===== src/kvt_pkg.sv =====
// kvt_pkg: shared constants, types and codes for the key/value table.
// Used by the channel interfaces, the front queue, the back engine and the top level.
// No dependencies.
`default_nettype none

package kvt_pkg;

  // Table geometry
  localparam int CAPACITY = 16;
  localparam int IDX_W    = (CAPACITY > 1) ? $clog2(CAPACITY) : 1;
  localparam int CNT_W    = $clog2(CAPACITY + 1);

  // Field widths
  localparam int OP_W   = 2;
  localparam int KEY_W  = 64;
  localparam int ID_W   = 32;
  localparam int DATA_W = 64;

  // Request operation codes as they arrive on the channel
  localparam logic [OP_W-1:0] OP_LOOKUP = 2'd0;
  localparam logic [OP_W-1:0] OP_INSERT = 2'd1;
  localparam logic [OP_W-1:0] OP_DELETE = 2'd2;

  // Command queue between front and back
  localparam int QUEUE_DEPTH = 2;
  localparam int Q_PTR_W     = (QUEUE_DEPTH > 1) ? $clog2(QUEUE_DEPTH) : 1;
  localparam int Q_CNT_W     = $clog2(QUEUE_DEPTH + 1);

  // Classified command: unused operation code becomes a no-op
  typedef enum logic [1:0] {
    CMD_LOOKUP,
    CMD_INSERT,
    CMD_DELETE,
    CMD_NOP
  } cmd_op_t;

  typedef struct packed {
    cmd_op_t            op;
    logic               kind;
    logic [KEY_W-1:0]   key;   // normalized: id keys have upper half cleared
    logic [DATA_W-1:0]  data;
  } cmd_t;

  // One stored table entry
  typedef struct packed {
    logic               kind;
    logic [KEY_W-1:0]   key;
    logic [DATA_W-1:0]  data;
  } entry_t;

  localparam int ENTRY_W = $bits(entry_t);

  // Back engine states
  typedef enum logic [1:0] {
    BK_IDLE,
    BK_SCAN,
    BK_SHIFT,
    BK_DONE
  } back_state_t;

endpackage

`default_nettype wire


===== src/kvt_req_if.sv =====
// kvt_req_if: request channel (valid/ready plus request payload).
// Depends on kvt_pkg for field widths.
`default_nettype none

interface kvt_req_if;
  logic                      valid;
  logic                      ready;
  logic [kvt_pkg::OP_W-1:0]   operation;
  logic                      key_kind;
  logic [kvt_pkg::KEY_W-1:0]  key_value;
  logic [kvt_pkg::DATA_W-1:0] data_word;

  modport source (output valid, operation, key_kind, key_value, data_word, input ready);
  modport sink   (input valid, operation, key_kind, key_value, data_word, output ready);
endinterface

`default_nettype wire


===== src/kvt_rsp_if.sv =====
// kvt_rsp_if: response channel (valid/ready plus result payload).
// Depends on kvt_pkg for field widths.
`default_nettype none

interface kvt_rsp_if;
  logic                      valid;
  logic                      ready;
  logic                      success;
  logic [kvt_pkg::DATA_W-1:0] read_data;

  modport source (output valid, success, read_data, input ready);
  modport sink   (input valid, success, read_data, output ready);
endinterface

`default_nettype wire


===== src/kvt_ram.sv =====
// kvt_ram: generic single-write, single-read RAM with registered read data.
// No package dependencies.
`default_nettype none

module kvt_ram #(
  parameter int WIDTH = 8,
  parameter int DEPTH = 16
) (
  input  logic                                         clk,
  input  logic                                         we,
  input  logic [((DEPTH > 1) ? $clog2(DEPTH) : 1)-1:0] waddr,
  input  logic [WIDTH-1:0]                             wdata,
  input  logic                                         re,
  input  logic [((DEPTH > 1) ? $clog2(DEPTH) : 1)-1:0] raddr,
  output logic [WIDTH-1:0]                             rdata
);

  logic [WIDTH-1:0] mem [DEPTH];

  // Write port
  always_ff @(posedge clk) begin
    if (we) begin
      mem[waddr] <= wdata;
    end
  end

  // Registered read port
  always_ff @(posedge clk) begin
    if (re) begin
      rdata <= mem[raddr];
    end
  end

endmodule

`default_nettype wire


===== src/kvt_front.sv =====
// kvt_front: accepts request transactions, classifies them and queues commands.
// Depends on kvt_pkg and kvt_req_if.
`default_nettype none

module kvt_front (
  input  logic           clk,
  input  logic           rst,
  kvt_req_if.sink        req,
  output logic           cmd_valid,
  output kvt_pkg::cmd_t  cmd,
  input  logic           cmd_pop
);

  kvt_pkg::cmd_t                  q_mem [kvt_pkg::QUEUE_DEPTH];
  logic [kvt_pkg::Q_PTR_W-1:0]    wr_ptr;
  logic [kvt_pkg::Q_PTR_W-1:0]    rd_ptr;
  logic [kvt_pkg::Q_CNT_W-1:0]    fill;
  kvt_pkg::cmd_t                  cmd_in;
  logic                           push;
  logic                           pop;

  // Classify operation and normalize key
  always_comb begin
    cmd_in.kind = req.key_kind;
    cmd_in.data = req.data_word;
    if (req.key_kind) begin
      cmd_in.key = req.key_value;
    end else begin
      cmd_in.key = {{(kvt_pkg::KEY_W - kvt_pkg::ID_W){1'b0}},
                    req.key_value[kvt_pkg::ID_W-1:0]};
    end
    unique case (req.operation)
      kvt_pkg::OP_LOOKUP: cmd_in.op = kvt_pkg::CMD_LOOKUP;
      kvt_pkg::OP_INSERT: cmd_in.op = kvt_pkg::CMD_INSERT;
      kvt_pkg::OP_DELETE: cmd_in.op = kvt_pkg::CMD_DELETE;
      default:            cmd_in.op = kvt_pkg::CMD_NOP;
    endcase
  end

  // Queue handshake
  assign req.ready = (fill != kvt_pkg::Q_CNT_W'(kvt_pkg::QUEUE_DEPTH));
  assign push      = req.valid && req.ready;
  assign cmd_valid = (fill != '0);
  assign pop       = cmd_pop && cmd_valid;
  assign cmd       = q_mem[rd_ptr];

  // Queue storage (payload, no reset)
  always_ff @(posedge clk) begin
    if (push) begin
      q_mem[wr_ptr] <= cmd_in;
    end
  end

  // Queue pointers and fill level
  always_ff @(posedge clk) begin
    if (rst) begin
      wr_ptr <= '0;
      rd_ptr <= '0;
      fill   <= '0;
    end else begin
      if (push) begin
        if (wr_ptr == kvt_pkg::Q_PTR_W'(kvt_pkg::QUEUE_DEPTH - 1)) begin
          wr_ptr <= '0;
        end else begin
          wr_ptr <= wr_ptr + kvt_pkg::Q_PTR_W'(1);
        end
      end
      if (pop) begin
        if (rd_ptr == kvt_pkg::Q_PTR_W'(kvt_pkg::QUEUE_DEPTH - 1)) begin
          rd_ptr <= '0;
        end else begin
          rd_ptr <= rd_ptr + kvt_pkg::Q_PTR_W'(1);
        end
      end
      if (push && !pop) begin
        fill <= fill + kvt_pkg::Q_CNT_W'(1);
      end else if (pop && !push) begin
        fill <= fill - kvt_pkg::Q_CNT_W'(1);
      end
    end
  end

endmodule

`default_nettype wire


===== src/kvt_back.sv =====
// kvt_back: executes queued commands against the entry RAM and registers results.
// Depends on kvt_pkg, kvt_ram and kvt_rsp_if.
`default_nettype none

module kvt_back (
  input  logic           clk,
  input  logic           rst,
  input  logic           cmd_valid,
  input  kvt_pkg::cmd_t  cmd,
  output logic           cmd_pop,
  kvt_rsp_if.source      rsp
);

  kvt_pkg::back_state_t          state;
  kvt_pkg::back_state_t          state_next;

  // Current command
  kvt_pkg::cmd_op_t              cur_op;
  logic                          cur_kind;
  logic [kvt_pkg::KEY_W-1:0]     cur_key;

  logic [kvt_pkg::CNT_W-1:0]     count;

  // Scan pipeline: issue at scan_ptr, check at chk_idx
  logic [kvt_pkg::IDX_W-1:0]     scan_ptr;
  logic                          issue_more;
  logic                          chk_vld;
  logic [kvt_pkg::IDX_W-1:0]     chk_idx;

  // Shift pipeline: read sh_ptr, write the registered read data to wr_idx
  logic [kvt_pkg::CNT_W-1:0]     sh_ptr;
  logic [kvt_pkg::CNT_W-1:0]     sh_prev;
  logic                          wr_pend;
  logic [kvt_pkg::IDX_W-1:0]     wr_idx;

  // Result holding and output register
  logic                          res_success;
  logic [kvt_pkg::DATA_W-1:0]    res_data;
  logic                          out_valid;
  logic                          out_success;
  logic [kvt_pkg::DATA_W-1:0]    out_data;

  // RAM port
  logic                          ram_we;
  logic [kvt_pkg::IDX_W-1:0]     ram_waddr;
  logic [kvt_pkg::ENTRY_W-1:0]   ram_wdata;
  logic                          ram_re;
  logic [kvt_pkg::IDX_W-1:0]     ram_raddr;
  logic [kvt_pkg::ENTRY_W-1:0]   ram_rdata;
  kvt_pkg::entry_t               q_entry;

  logic                          room;
  logic                          hit;
  logic                          scan_miss_end;
  logic                          shift_more;
  logic                          shift_end;
  logic                          out_free;

  // Newest occupied slot for the scan start
  function automatic logic [kvt_pkg::IDX_W-1:0] sh_ptr_init(
      input logic [kvt_pkg::CNT_W-1:0] n);
    logic [kvt_pkg::CNT_W-1:0] last;
    last = n - kvt_pkg::CNT_W'(1);
    return last[kvt_pkg::IDX_W-1:0];
  endfunction

  kvt_ram #(
    .WIDTH (kvt_pkg::ENTRY_W),
    .DEPTH (kvt_pkg::CAPACITY)
  ) u_entry_ram (
    .clk   (clk),
    .we    (ram_we),
    .waddr (ram_waddr),
    .wdata (ram_wdata),
    .re    (ram_re),
    .raddr (ram_raddr),
    .rdata (ram_rdata)
  );

  // Status terms
  assign q_entry       = kvt_pkg::entry_t'(ram_rdata);
  assign room          = (count < kvt_pkg::CNT_W'(kvt_pkg::CAPACITY));
  assign hit           = chk_vld && (q_entry.kind == cur_kind) && (q_entry.key == cur_key);
  assign scan_miss_end = chk_vld && !hit && (chk_idx == '0);
  assign shift_more    = (sh_ptr < count);
  assign shift_end     = !shift_more && !wr_pend;
  assign sh_prev       = sh_ptr - kvt_pkg::CNT_W'(1);
  assign out_free      = !out_valid || rsp.ready;

  assign rsp.valid     = out_valid;
  assign rsp.success   = out_success;
  assign rsp.read_data = out_data;

  // Next state
  always_comb begin
    state_next = state;
    unique case (state)
      kvt_pkg::BK_IDLE: begin
        if (cmd_valid) begin
          unique case (cmd.op)
            kvt_pkg::CMD_INSERT,
            kvt_pkg::CMD_NOP:    state_next = kvt_pkg::BK_DONE;
            kvt_pkg::CMD_LOOKUP,
            kvt_pkg::CMD_DELETE: begin
              state_next = (count == '0) ? kvt_pkg::BK_DONE : kvt_pkg::BK_SCAN;
            end
          endcase
        end
      end
      kvt_pkg::BK_SCAN: begin
        if (hit) begin
          state_next = (cur_op == kvt_pkg::CMD_DELETE) ? kvt_pkg::BK_SHIFT
                                                       : kvt_pkg::BK_DONE;
        end else if (scan_miss_end) begin
          state_next = kvt_pkg::BK_DONE;
        end
      end
      kvt_pkg::BK_SHIFT: begin
        if (shift_end) begin
          state_next = kvt_pkg::BK_DONE;
        end
      end
      kvt_pkg::BK_DONE: begin
        if (out_free) begin
          state_next = kvt_pkg::BK_IDLE;
        end
      end
    endcase
  end

  // Queue pop and RAM controls
  always_comb begin
    cmd_pop   = 1'b0;
    ram_we    = 1'b0;
    ram_waddr = wr_idx;
    ram_wdata = ram_rdata;
    ram_re    = 1'b0;
    ram_raddr = scan_ptr;
    unique case (state)
      kvt_pkg::BK_IDLE: begin
        cmd_pop   = cmd_valid;
        ram_we    = cmd_valid && (cmd.op == kvt_pkg::CMD_INSERT) && room;
        ram_waddr = count[kvt_pkg::IDX_W-1:0];
        ram_wdata = {cmd.kind, cmd.key, cmd.data};
      end
      kvt_pkg::BK_SCAN: begin
        ram_re    = issue_more && !hit && !scan_miss_end;
        ram_raddr = scan_ptr;
      end
      kvt_pkg::BK_SHIFT: begin
        ram_we    = wr_pend;
        ram_waddr = wr_idx;
        ram_wdata = ram_rdata;
        ram_re    = shift_more;
        ram_raddr = sh_ptr[kvt_pkg::IDX_W-1:0];
      end
      kvt_pkg::BK_DONE: begin
        cmd_pop = 1'b0;
      end
    endcase
  end

  // Registers
  always_ff @(posedge clk) begin
    if (rst) begin
      state      <= kvt_pkg::BK_IDLE;
      count      <= '0;
      issue_more <= 1'b0;
      chk_vld    <= 1'b0;
      wr_pend    <= 1'b0;
      out_valid  <= 1'b0;
    end else begin
      state <= state_next;
      // Output valid: load a finished result, clear once taken
      if ((state == kvt_pkg::BK_DONE) && out_free) begin
        out_valid <= 1'b1;
      end else if (rsp.ready) begin
        out_valid <= 1'b0;
      end
      unique case (state)
        kvt_pkg::BK_IDLE: begin
          if (cmd_valid) begin
            cur_op      <= cmd.op;
            cur_kind    <= cmd.kind;
            cur_key     <= cmd.key;
            scan_ptr    <= sh_ptr_init(count);
            issue_more  <= 1'b1;
            chk_vld     <= 1'b0;
            res_success <= 1'b0;
            res_data    <= '0;
            if ((cmd.op == kvt_pkg::CMD_INSERT) && room) begin
              count       <= count + kvt_pkg::CNT_W'(1);
              res_success <= 1'b1;
            end
          end
        end
        kvt_pkg::BK_SCAN: begin
          if (hit) begin
            res_success <= 1'b1;
            res_data    <= (cur_op == kvt_pkg::CMD_LOOKUP) ? q_entry.data : '0;
            sh_ptr      <= kvt_pkg::CNT_W'(chk_idx) + kvt_pkg::CNT_W'(1);
            wr_pend     <= 1'b0;
            chk_vld     <= 1'b0;
          end else if (scan_miss_end) begin
            chk_vld <= 1'b0;
          end else begin
            chk_vld <= issue_more;
            chk_idx <= scan_ptr;
            if (issue_more) begin
              if (scan_ptr == '0) begin
                issue_more <= 1'b0;
              end else begin
                scan_ptr <= scan_ptr - kvt_pkg::IDX_W'(1);
              end
            end
          end
        end
        kvt_pkg::BK_SHIFT: begin
          wr_pend <= shift_more;
          wr_idx  <= sh_prev[kvt_pkg::IDX_W-1:0];
          if (shift_more) begin
            sh_ptr <= sh_ptr + kvt_pkg::CNT_W'(1);
          end
          if (shift_end) begin
            count <= count - kvt_pkg::CNT_W'(1);
          end
        end
        kvt_pkg::BK_DONE: begin
          if (out_free) begin
            out_success <= res_success;
            out_data    <= res_data;
          end
        end
      endcase
    end
  end

`ifndef SYNTHESIS
  a_count_max: assert property (@(posedge clk) disable iff (rst)
    count <= kvt_pkg::CNT_W'(kvt_pkg::CAPACITY))
    else $error("entry count above capacity");

  a_insert_grows: assert property (@(posedge clk) disable iff (rst)
    (state == kvt_pkg::BK_IDLE && cmd_valid && cmd.op == kvt_pkg::CMD_INSERT && room)
    |=> count == $past(count) + kvt_pkg::CNT_W'(1))
    else $error("insert with room did not add an entry");

  a_delete_shrinks: assert property (@(posedge clk) disable iff (rst)
    (state == kvt_pkg::BK_SHIFT && shift_end) |=> count == $past(count) - kvt_pkg::CNT_W'(1))
    else $error("completed delete did not remove one entry");

  a_ram_write_state: assert property (@(posedge clk) disable iff (rst)
    ram_we |-> (state == kvt_pkg::BK_IDLE || state == kvt_pkg::BK_SHIFT))
    else $error("entry RAM written outside insert or shift");

  a_out_from_done: assert property (@(posedge clk) disable iff (rst)
    $rose(out_valid) |-> $past(state) == kvt_pkg::BK_DONE)
    else $error("result presented without a finished command");
`endif

endmodule

`default_nettype wire


===== src/key_value_table_core.sv =====
// key_value_table_core: top level of the bounded key/value table.
// Depends on kvt_pkg, kvt_req_if, kvt_rsp_if, kvt_front and kvt_back.
//
//   channel  dir  fields                                           accepted when
//   req      in   operation, key_kind, key_value, data_word        req.valid && req.ready
//   rsp      out  success, read_data                               rsp.valid && rsp.ready
//
// Insert and the unused code go from the queue head to BK_DONE without a scan.
// Lookup and delete scan the entries from the newest down to the hit (or all
// entries on a miss), one read per entry through the single read port of the
// entry RAM; on an empty table they skip the scan. A delete hit then packs the
// table by moving every entry newer than the hit (if any) down one slot. Reset
// clears the entry count and the queue; there is no clearing pass.
// Up to two requests queue in front while the back side works or the result waits.
`default_nettype none

module key_value_table_core (
  input  logic       clk,
  input  logic       rst,
  kvt_req_if.sink    req,
  kvt_rsp_if.source  rsp
);

  logic           cmd_valid;
  kvt_pkg::cmd_t  cmd;
  logic           cmd_pop;

  kvt_front u_front (
    .clk       (clk),
    .rst       (rst),
    .req       (req),
    .cmd_valid (cmd_valid),
    .cmd       (cmd),
    .cmd_pop   (cmd_pop)
  );

  kvt_back u_back (
    .clk       (clk),
    .rst       (rst),
    .cmd_valid (cmd_valid),
    .cmd       (cmd),
    .cmd_pop   (cmd_pop),
    .rsp       (rsp)
  );

endmodule

`default_nettype wire

===== src/flat_wrapper.sv =====
// flat-port wrapper written by rule: the top's interface ports become plain ports
module key_value_table_core_flat 
  (clk, rst, req_valid, req_operation, req_key_kind, req_key_value, req_data_word, req_ready, rsp_valid, rsp_success, rsp_read_data, rsp_ready);
  kvt_req_if req_i ();
  kvt_rsp_if rsp_i ();
  input  logic clk;
  input  logic rst;
  input wire logic [$bits(req_i.valid)-1:0] req_valid;
  input wire logic [$bits(req_i.operation)-1:0] req_operation;
  input wire logic [$bits(req_i.key_kind)-1:0] req_key_kind;
  input wire logic [$bits(req_i.key_value)-1:0] req_key_value;
  input wire logic [$bits(req_i.data_word)-1:0] req_data_word;
  output wire logic [$bits(req_i.ready)-1:0] req_ready;
  output wire logic [$bits(rsp_i.valid)-1:0] rsp_valid;
  output wire logic [$bits(rsp_i.success)-1:0] rsp_success;
  output wire logic [$bits(rsp_i.read_data)-1:0] rsp_read_data;
  input wire logic [$bits(rsp_i.ready)-1:0] rsp_ready;
  assign req_i.valid = req_valid;
  assign req_i.operation = req_operation;
  assign req_i.key_kind = req_key_kind;
  assign req_i.key_value = req_key_value;
  assign req_i.data_word = req_data_word;
  assign req_ready = req_i.ready;
  assign rsp_valid = rsp_i.valid;
  assign rsp_success = rsp_i.success;
  assign rsp_read_data = rsp_i.read_data;
  assign rsp_i.ready = rsp_ready;
  key_value_table_core u_core (.clk(clk), .rst(rst), .req(req_i), .rsp(rsp_i));
endmodule

===== config.mk =====
export PLATFORM = sky130hd
export DESIGN_NAME = key_value_table_core_flat
export DESIGN_NICKNAME = d
export VERILOG_FILES = /design/src/kvt_pkg.sv /design/src/kvt_req_if.sv /design/src/kvt_rsp_if.sv /design/src/kvt_ram.sv /design/src/kvt_front.sv /design/src/kvt_back.sv /design/src/key_value_table_core.sv /design/src/flat_wrapper.sv
export SDC_FILE = /design/constraint.sdc
export NUM_CORES = 2
export LEC_CHECK = 0
export ABC_AREA = 1
export ABC_CLOCK_PERIOD_IN_PS = 14760
export CAP_MARGIN = 20
export CORE_MARGIN = 5
export CORE_UTILIZATION = 30
export DETAILED_ROUTE_END_ITERATION = 10
export DONT_BUFFER_PORTS = 1
export SLEW_MARGIN = 5
export SYNTH_ARGS = -nofsm -noshare
export SYNTH_HDL_FRONTEND = slang
export SYNTH_SLANG_ARGS = --single-unit

===== constraint.sdc =====
create_clock -name clk -period 14.76 [get_ports clk]
set_input_delay 0.738 -clock clk [delete_from_list [all_inputs] [get_ports clk]]
set_output_delay 0.738 -clock clk [all_outputs]
set_load 0.01 [all_outputs]

Word level (Yosys, flattened, before mapping)
Memories as Yosys holds them, arrays and structs flattened. A register that Yosys moved wholly into a read port is not among the register bits.
Index checks and enable logic that the tools add are counted.
- memories: 2
- register bits: 229
- output and inout bits: 67
- logic and storage cells: 172
- bits of input ports: 135
- bits in writable memories: 2326
- multiplexer cells: 62
- add/subtract/negate cells: 10
- eq/ne operators: 23
- reduce and logical (&&, ||, !) cells: 50
- $lt $le $gt $ge: 2
- bitwise gates (word level): 3
- memories (name ; depth ; width ; read ports ; clocked after memory_dff ; wr ports ; line ; text):
    u_core.u_back.u_entry_ram.mem ; 16 ; 129 ; 1 ; 1 ; 1 ; kvt_ram.sv:18 ; logic [WIDTH-1:0] mem [DEPTH];
    u_core.u_front.q_mem ; 2 ; 131 ; 1 ; 1 ; 1 ; kvt_front.sv:14 ; kvt_pkg::cmd_t q_mem [kvt_pkg::QUEUE_DEPTH];
- operator list (kind ; number):
    $mux W64 ; 4
    $mux W129 ; 1
    $pmux W64 S2 ; 1
    $eq A64 B64 Y1 ; 1
    $mux W4 ; 7
    $mux W5 ; 5
    $mux W1 ; 24
    $reduce_and A4 Y1 ; 6
    $ne A2 B2 Y1 const B ; 11
    $pmux W5 S2 ; 2
    $mux W2 ; 8
    $logic_and A1 B1 Y1 ; 15
    $eq A2 B2 Y1 const B ; 6
    $pmux W1 S2 ; 6
    $reduce_bool A2 Y1 ; 6
    $add A5 B1 Y5 const B ; 2
    $logic_not A2 Y1 ; 4
    $logic_not A4 Y1 ; 2
    $pmux W2 S4 ; 1
    $pmux W4 S2 ; 1
    $sub A4 B1 Y4 const B ; 2
    $logic_not A1 Y1 ; 7
    $reduce_and A7 Y1 ; 1
    $eq A2 B1 Y1 const B ; 3
    other kinds (17) ; 24

Depth between registers and ports, before layout
- depth after elaboration: 9
- mapped depth: 14
- mapped depth without buffers: 14

Cells and area by module
A second synthesis with hierarchy kept.
- cell total of the unflattened synthesis: 9655
- area total of the unflattened synthesis: 111157.9 µm²
- by module, submodules not included (module ; cells an instance ; area an instance (µm²) ; instances ; seq. area each (µm²)):
    kvt_ram ; 7846 ; 89597.2 ; 1 ; 65853.2
    kvt_back ; 1295 ; 11234.5 ; 1 ; 6646.4
    kvt_front ; 514 ; 10326.2 ; 1 ; 7967.6

Worst setup path before layout
No wires, ideal clock.
- path type: reg2reg
- from: reg u_core.u_back.cur_key[21] (netlist bit)
- to: reg u_core.u_back.u_entry_ram.rdata[0], read port of u_core.u_back.u_entry_ram.mem, enable pin
- arrival: 7443 ps
- setup time: 660 ps
- slack: 6657 ps
- clock period less this slack: 8103 ps
- stages on the path, launching flop included: 11
- data required time: 14100 ps
- buffers on the path: 0
- path through: edfxtp_1 or2_2 nand3_1 nor2_1 nand2_1 nor2_1 nand3_1 nand2_1 inv_1 nand3_1 a21oi_1
- cells in the longest elaborated chain, start to end: 8
- elaborated cells between the ends (all ways): 9
- those cells by class: 1 x eq/ne; 1 x mux; 7 x reduce/logical
- ends and longest elaborated chain (what ; line ; text):
    start: declaration ; kvt_back.sv:20 ; logic [kvt_pkg::KEY_W-1:0] cur_key;
    start signal: assignment ; kvt_back.sv:185 ; cur_key <= cmd.key;
    $eq A64 B64 Y1 * ; kvt_back.sv:83 ; assign hit = chk_vld && (q_entry.kind == cur_kind) && (q_entry.key == cur_key);
    $logic_and A1 B1 Y1 * ; kvt_back.sv:83 ;
    $logic_not A1 Y1 * ; kvt_back.sv:84, kvt_back.sv:147 ;
    $logic_and A1 B1 Y1 (2 in a row) ; kvt_back.sv:84 ; assign scan_miss_end = chk_vld && !hit && (chk_idx == '0);
    $logic_not A1 Y1 ; kvt_back.sv:147 ; ram_re = issue_more && !hit && !scan_miss_end;
    $logic_and A1 B1 Y1 * ; kvt_back.sv:147 ;
    $pmux W1 S2 * ; kvt_back.sv:139 ; unique case (state)
    net u_core.u_back.ram_re ; kvt_back.sv:47 ; logic ram_re;
    end: declaration ; kvt_ram.sv:15 ; output logic [WIDTH-1:0] rdata
The timed path passes the listed nets; every way through them passes the cells marked *.
A chain may end at the register's enable or synchronous reset.

Worst setup path in the final report
- from: reg u_core.u_back.state[0]
- to: reg u_core.u_back.u_entry_ram.rdata[5], read port of u_core.u_back.u_entry_ram.mem (data pin)
- cells in the longest elaborated chain, start to end: 2
- elaborated cells between the ends (all ways): 4
- those cells by class: 2 x eq/ne; 2 x mux
- ends and longest elaborated chain (what ; line ; text):
    start: declaration ; kvt_back.sv:14 ; kvt_pkg::back_state_t state;
    start signal: assignment ; kvt_back.sv:166 ; state <= kvt_pkg::BK_IDLE;
    start signal: assignment ; kvt_back.sv:173 ; state <= state_next;
    $eq A2 B2 Y1 / $eq A2 B1 Y1 (equally long branches) ; kvt_back.sv:139 ;
    $pmux W1 S2 / $mux W4 (equally long branches) ; kvt_back.sv:139 ;
Parallel ways exist; a longest one is shown, timed or not.

==> impl_results.rst <==
.. list-table::
   :header-rows: 1

   * - Metric
     - Value
   * - Status
     - completed
   * - Leakage Power
     - 38.54 nW
   * - Highest clock rate
     - ~0.15 GHz
   * - Average vias per placed instance
     - between 5 and 6
   * - Slew headroom
     - 15.18%
   * - Clock-pin slew reported for the worst setup and hold paths after clock tree synthesis
     - roughly 60 ps
   * - Power share of the clock group
     - 29.3%
   * - Launch point of the worst reg-to-reg path
     - u_core.u_back.state[0]
   * - Final hold slack
     - 80.41 ps
   * - Max-capacitance violation count
     - 0
   * - Post-Route Setup TNS
     - 0 ps
   * - Top library cells by usage in the layout, fill and taps aside
     - 2669 x edfxtp_1, 1383 x nor2_1, 1221 x o21ai_0
   * - Post-route DRC
     - 0
   * - Part of the power in registers
     - 42.5%
   * - Final core occ
     - a little over a third
   * - Layout area overhead
     - 15.50%
   * - Initial antenna violation count
     - 24
   * - Sequential element share of the synthesized area
     - between 70% and 80%
   * - Post-synthesis average cell area
     - around 14 µm²
   * - Total Power
     - approximately 25 mW
   * - Overall die height
     - ~600 µm
   * - EDFF count, synth
     - between 2000 and 3000
   * - Hold path depth
     - 2
   * - Via count of the first global-routing pass
     - ~62000
   * - Pin count of the biggest net entering global routing
     - approximately 240
   * - Total clock sinks
     - 2685
   * - CTS tree
     - done
   * - Total routing resource utilization after global routing
     - between 10% and 20%
   * - Resized cells post-CTS
     - 0
   * - Share of Yosys cell area claimed by the top area cell type
     - between 70% and 80%
   * - Final critical-path share of the clock period
     - 45.49%
   * - Maximum clock skew at final layout
     - around 70 ps
   * - Inserted Clock Buffers
     - 290
   * - Synthesized netlist net count
     - between 7000 and 8000
   * - Peak fanout along the critical path
     - approximately 220
   * - Critical path capture point type
     - flip-flop
   * - R2R depth
     - 13
   * - CP Data Required Time
     - around 15000 ps
   * - Pins Over Slew Limit
     - 0
   * - Count of hold buffers inserted by post-cts repair
     - 100
   * - Peak VDD IR
     - roughly 160 µV
   * - RSZ-0062 raised after global routing
     - false
   * - Avg WL per Cell
     - around 23 µm
   * - CORE AREA
     - between 0.3 and 0.4 mm²
   * - Final nets
     - roughly 7800
   * - Post-layout min period
     - 6714 ps
   * - Worst-case setup slack after placement
     - ~8300 ps
   * - Total count of hold-check failures in the final report
     - 0
   * - Gate Count Post-Synth
     - roughly 7600
   * - Internal power consumption
     - around 16 mW
   * - First drt pass iteration count
     - 8
   * - Number of ports placed on the die boundary
     - roughly 200
   * - Fraction of layout cells with a size suffix above 1
     - about 8.4%
   * - Global placer's final weighted congestion
     - ~0.77
   * - Postcts setup bufs
     - 0
   * - First-pass GRT wire length
     - around 410 mm
   * - Worst-margin pin slew
     - 1272 ps
   * - Power density over the cells
     - between 200 and 250 mW/mm²
   * - Congestion Overflow GR
     - 0
   * - Worst-skew pair later-pin latency
     - roughly 900 ps
   * - Setup slack on the worst flop-to-flop path
     - just over 8000 ps
   * - Routed vias
     - 64260
   * - Detailed router's first-iteration violation count
     - about 7700
   * - Critical setup path kind
     - flip-flop to flip-flop
   * - Number of distinct library cell variants in the gate-level netlist after synthesis
     - 38
   * - WP data arrival
     - 7430 ps
   * - Endpoints failing setup
     - 0
   * - Main flop type after synthesis
     - edfxtp_1
   * - Setup ws final
     - 8046 ps
   * - Number of register bits inferred by synthesis
     - between 2000 and 3000
   * - Commonest non-fill, non-tap cell in the layout
     - edfxtp_1
   * - Starting density of the core
     - between 30% and 40%
   * - Power spent charging and discharging nets
     - 8.344 mW
   * - Number of rows in the core area
     - about 220
   * - Area of the die
     - 0.3564 mm²
   * - Post-synth top area cell
     - edfxtp_1
   * - Sink of the worst hold path
     - u_core.u_front.q_mem[1][101]
   * - Maximum count of clock buffers along a single path
     - 4
   * - Classification of the worst-slack hold path
     - input pin to flip-flop
   * - Clock Root Buffer
     - clkbuf_16
   * - Port Buf Inserts
     - 0
   * - Number of warnings reported in the yosys synthesis log
     - 0
   * - WL final
     - 283.8 mm
   * - Combinational Power Share
     - between 20% and 30%
   * - Syn Std Cell Area
     - slightly above 0.1 mm²
   * - Switching portion of total power
     - approximately 34%
   * - Async SR Flop Fraction
     - 0%
   * - Largest cells by area after synthesis
     - edfxtp_1 78%, o21ai_0 5.9%, nor2_1 5.1%, o22ai_1 3.3%, nand2_1 1.8%
   * - Post-route ant nets
     - 0
   * - Hpwl dp
     - 139.6 mm
   * - CTS H-tree lvls
     - 5
   * - Worst r2r dst
     - u_core.u_back.u_entry_ram.rdata[5]
   * - CP startpoint kind
     - flip-flop
   * - Critical hold path startpoint
     - req_key_value[37]
   * - Die Width
     - roughly 600 µm
per-stage QoR:
stage,area (µm²),cells
after floorplan,103400,7559
after global placement,108500,11771
after detailed placement,108600,11787
after CTS,119000,12409
after global routing,119400,12461
final,119400,12464
power groups by stage:
stage	logic, mW	clock network [mW]	registers, mW
after floorplan	4.31	0	10.6
after global placement	6.47	0	10.6
after detailed placement	6.68	0	10.6
after CTS	6.74	7.29	10.4
after global routing	7.58	7.61	10.4
final	6.93	7.17	10.4
logic make-up after synthesis:
family / Yosys count / synth area share [%]
buffers and inverters: 725 / 2.867
multiplexers: 2 / 0.01937
adder cells (fa/ha/maj): 14 / 0.1694
XOR/XNOR: 28 / 0.2372
flip-flops: 2685 / 77.84
AO/OA/AOI/OAI: 2173 / 11.79
AND/OR/NAND/NOR: 1932 / 7.080
Yosys cell counts, types with 4 or more instances:
master	instances
xor2_1	9
o21ai_1	178
inv_1	222
o21bai_1	7
nor2_1	1404
buf_4	9
o21ai_0	1222
clkbuf_1	313
nand4_1	7
o22ai_1	543
edfxtp_1	2669
o211ai_1	70
a31oi_1	21
nand2_1	489
xnor2_1	19
or2_2	4
ha_1	14
a21oi_1	22
o221ai_1	99
nand3_1	23
buf_1	14
buf_2	161
dfxtp_1	16
per-layer routing:
layer	vias to the layer above	share of wire, %	track usage (%)
met5	-	0.0025	0
met4	2	2.9	4.325
met3	514	7.9	1.938
met2	2960	47	24.75
met1	32457	42	21.30
li1	28327	-	-
worst max path at each step:
stage / depth (start not counted) / endpoint / slack [ps] / start
floorplan: 10 / u_core.u_back.u_entry_ram.rdata[0] / 6660 / u_core.u_back.cur_key[21]
global placement: 13 / u_core.u_back.u_entry_ram.rdata[5] / 8480 / u_core.u_back.state[0]
detailed placement: 13 / u_core.u_back.u_entry_ram.rdata[5] / 8290 / u_core.u_back.state[0]
CTS: 13 / u_core.u_back.u_entry_ram.rdata[5] / 8280 / u_core.u_back.state[0]
global route: 13 / u_core.u_back.u_entry_ram.rdata[51] / 7660 / u_core.u_back.state[0]
finish: 13 / u_core.u_back.u_entry_ram.rdata[5] / 8050 / u_core.u_back.state[0]
registers in the layout, summed over array words and instances, names as in the netlist, 2 cells and up, named ones only:
signal                           count
u_core.u_back.chk_idx                4
u_core.u_back.count                  5
u_core.u_back.cur_key               64
u_core.u_back.cur_op                 2
u_core.u_back.res_data              64
u_core.u_back.rsp.read_data         64
u_core.u_back.scan_ptr               4
u_core.u_back.sh_ptr                 5
u_core.u_back.state                  2
u_core.u_back.u_entry_ram.mem     2064
u_core.u_back.u_entry_ram.rdata    129
u_core.u_back.wr_idx                 4
u_core.u_front.fill                  2
u_core.u_front.q_mem               262
cell type report:
| cell class | instances | area (µm²) |
|---|---|---|
| fill | 32737 | 223900 |
| sequential | 2685 | 80470 |
| multi-input combinational | 4149 | 20170 |
| clock buffer | 344 | 7502 |
| tap | 4557 | 5702 |
| timing repair buffer | 321 | 2803 |
| clock inverter | 178 | 1858 |
| inverter | 227 | 892.1 |
| antenna | 3 | 7.507 |
worst max-delay path, stage by stage (launching register included):
cell     delay [ps]
dfxtp_1         350
inv_1           130
ha_1            780
nand2_1         250
o21ai_4         160
buf_4           770
buf_12          700
buf_4           700
buf_4           780
buf_4           790
o21ai_0         170
o22ai_1         210
o21ai_0          90
o22ai_1         210
Note: power is estimated with default switching activity, not from simulation.
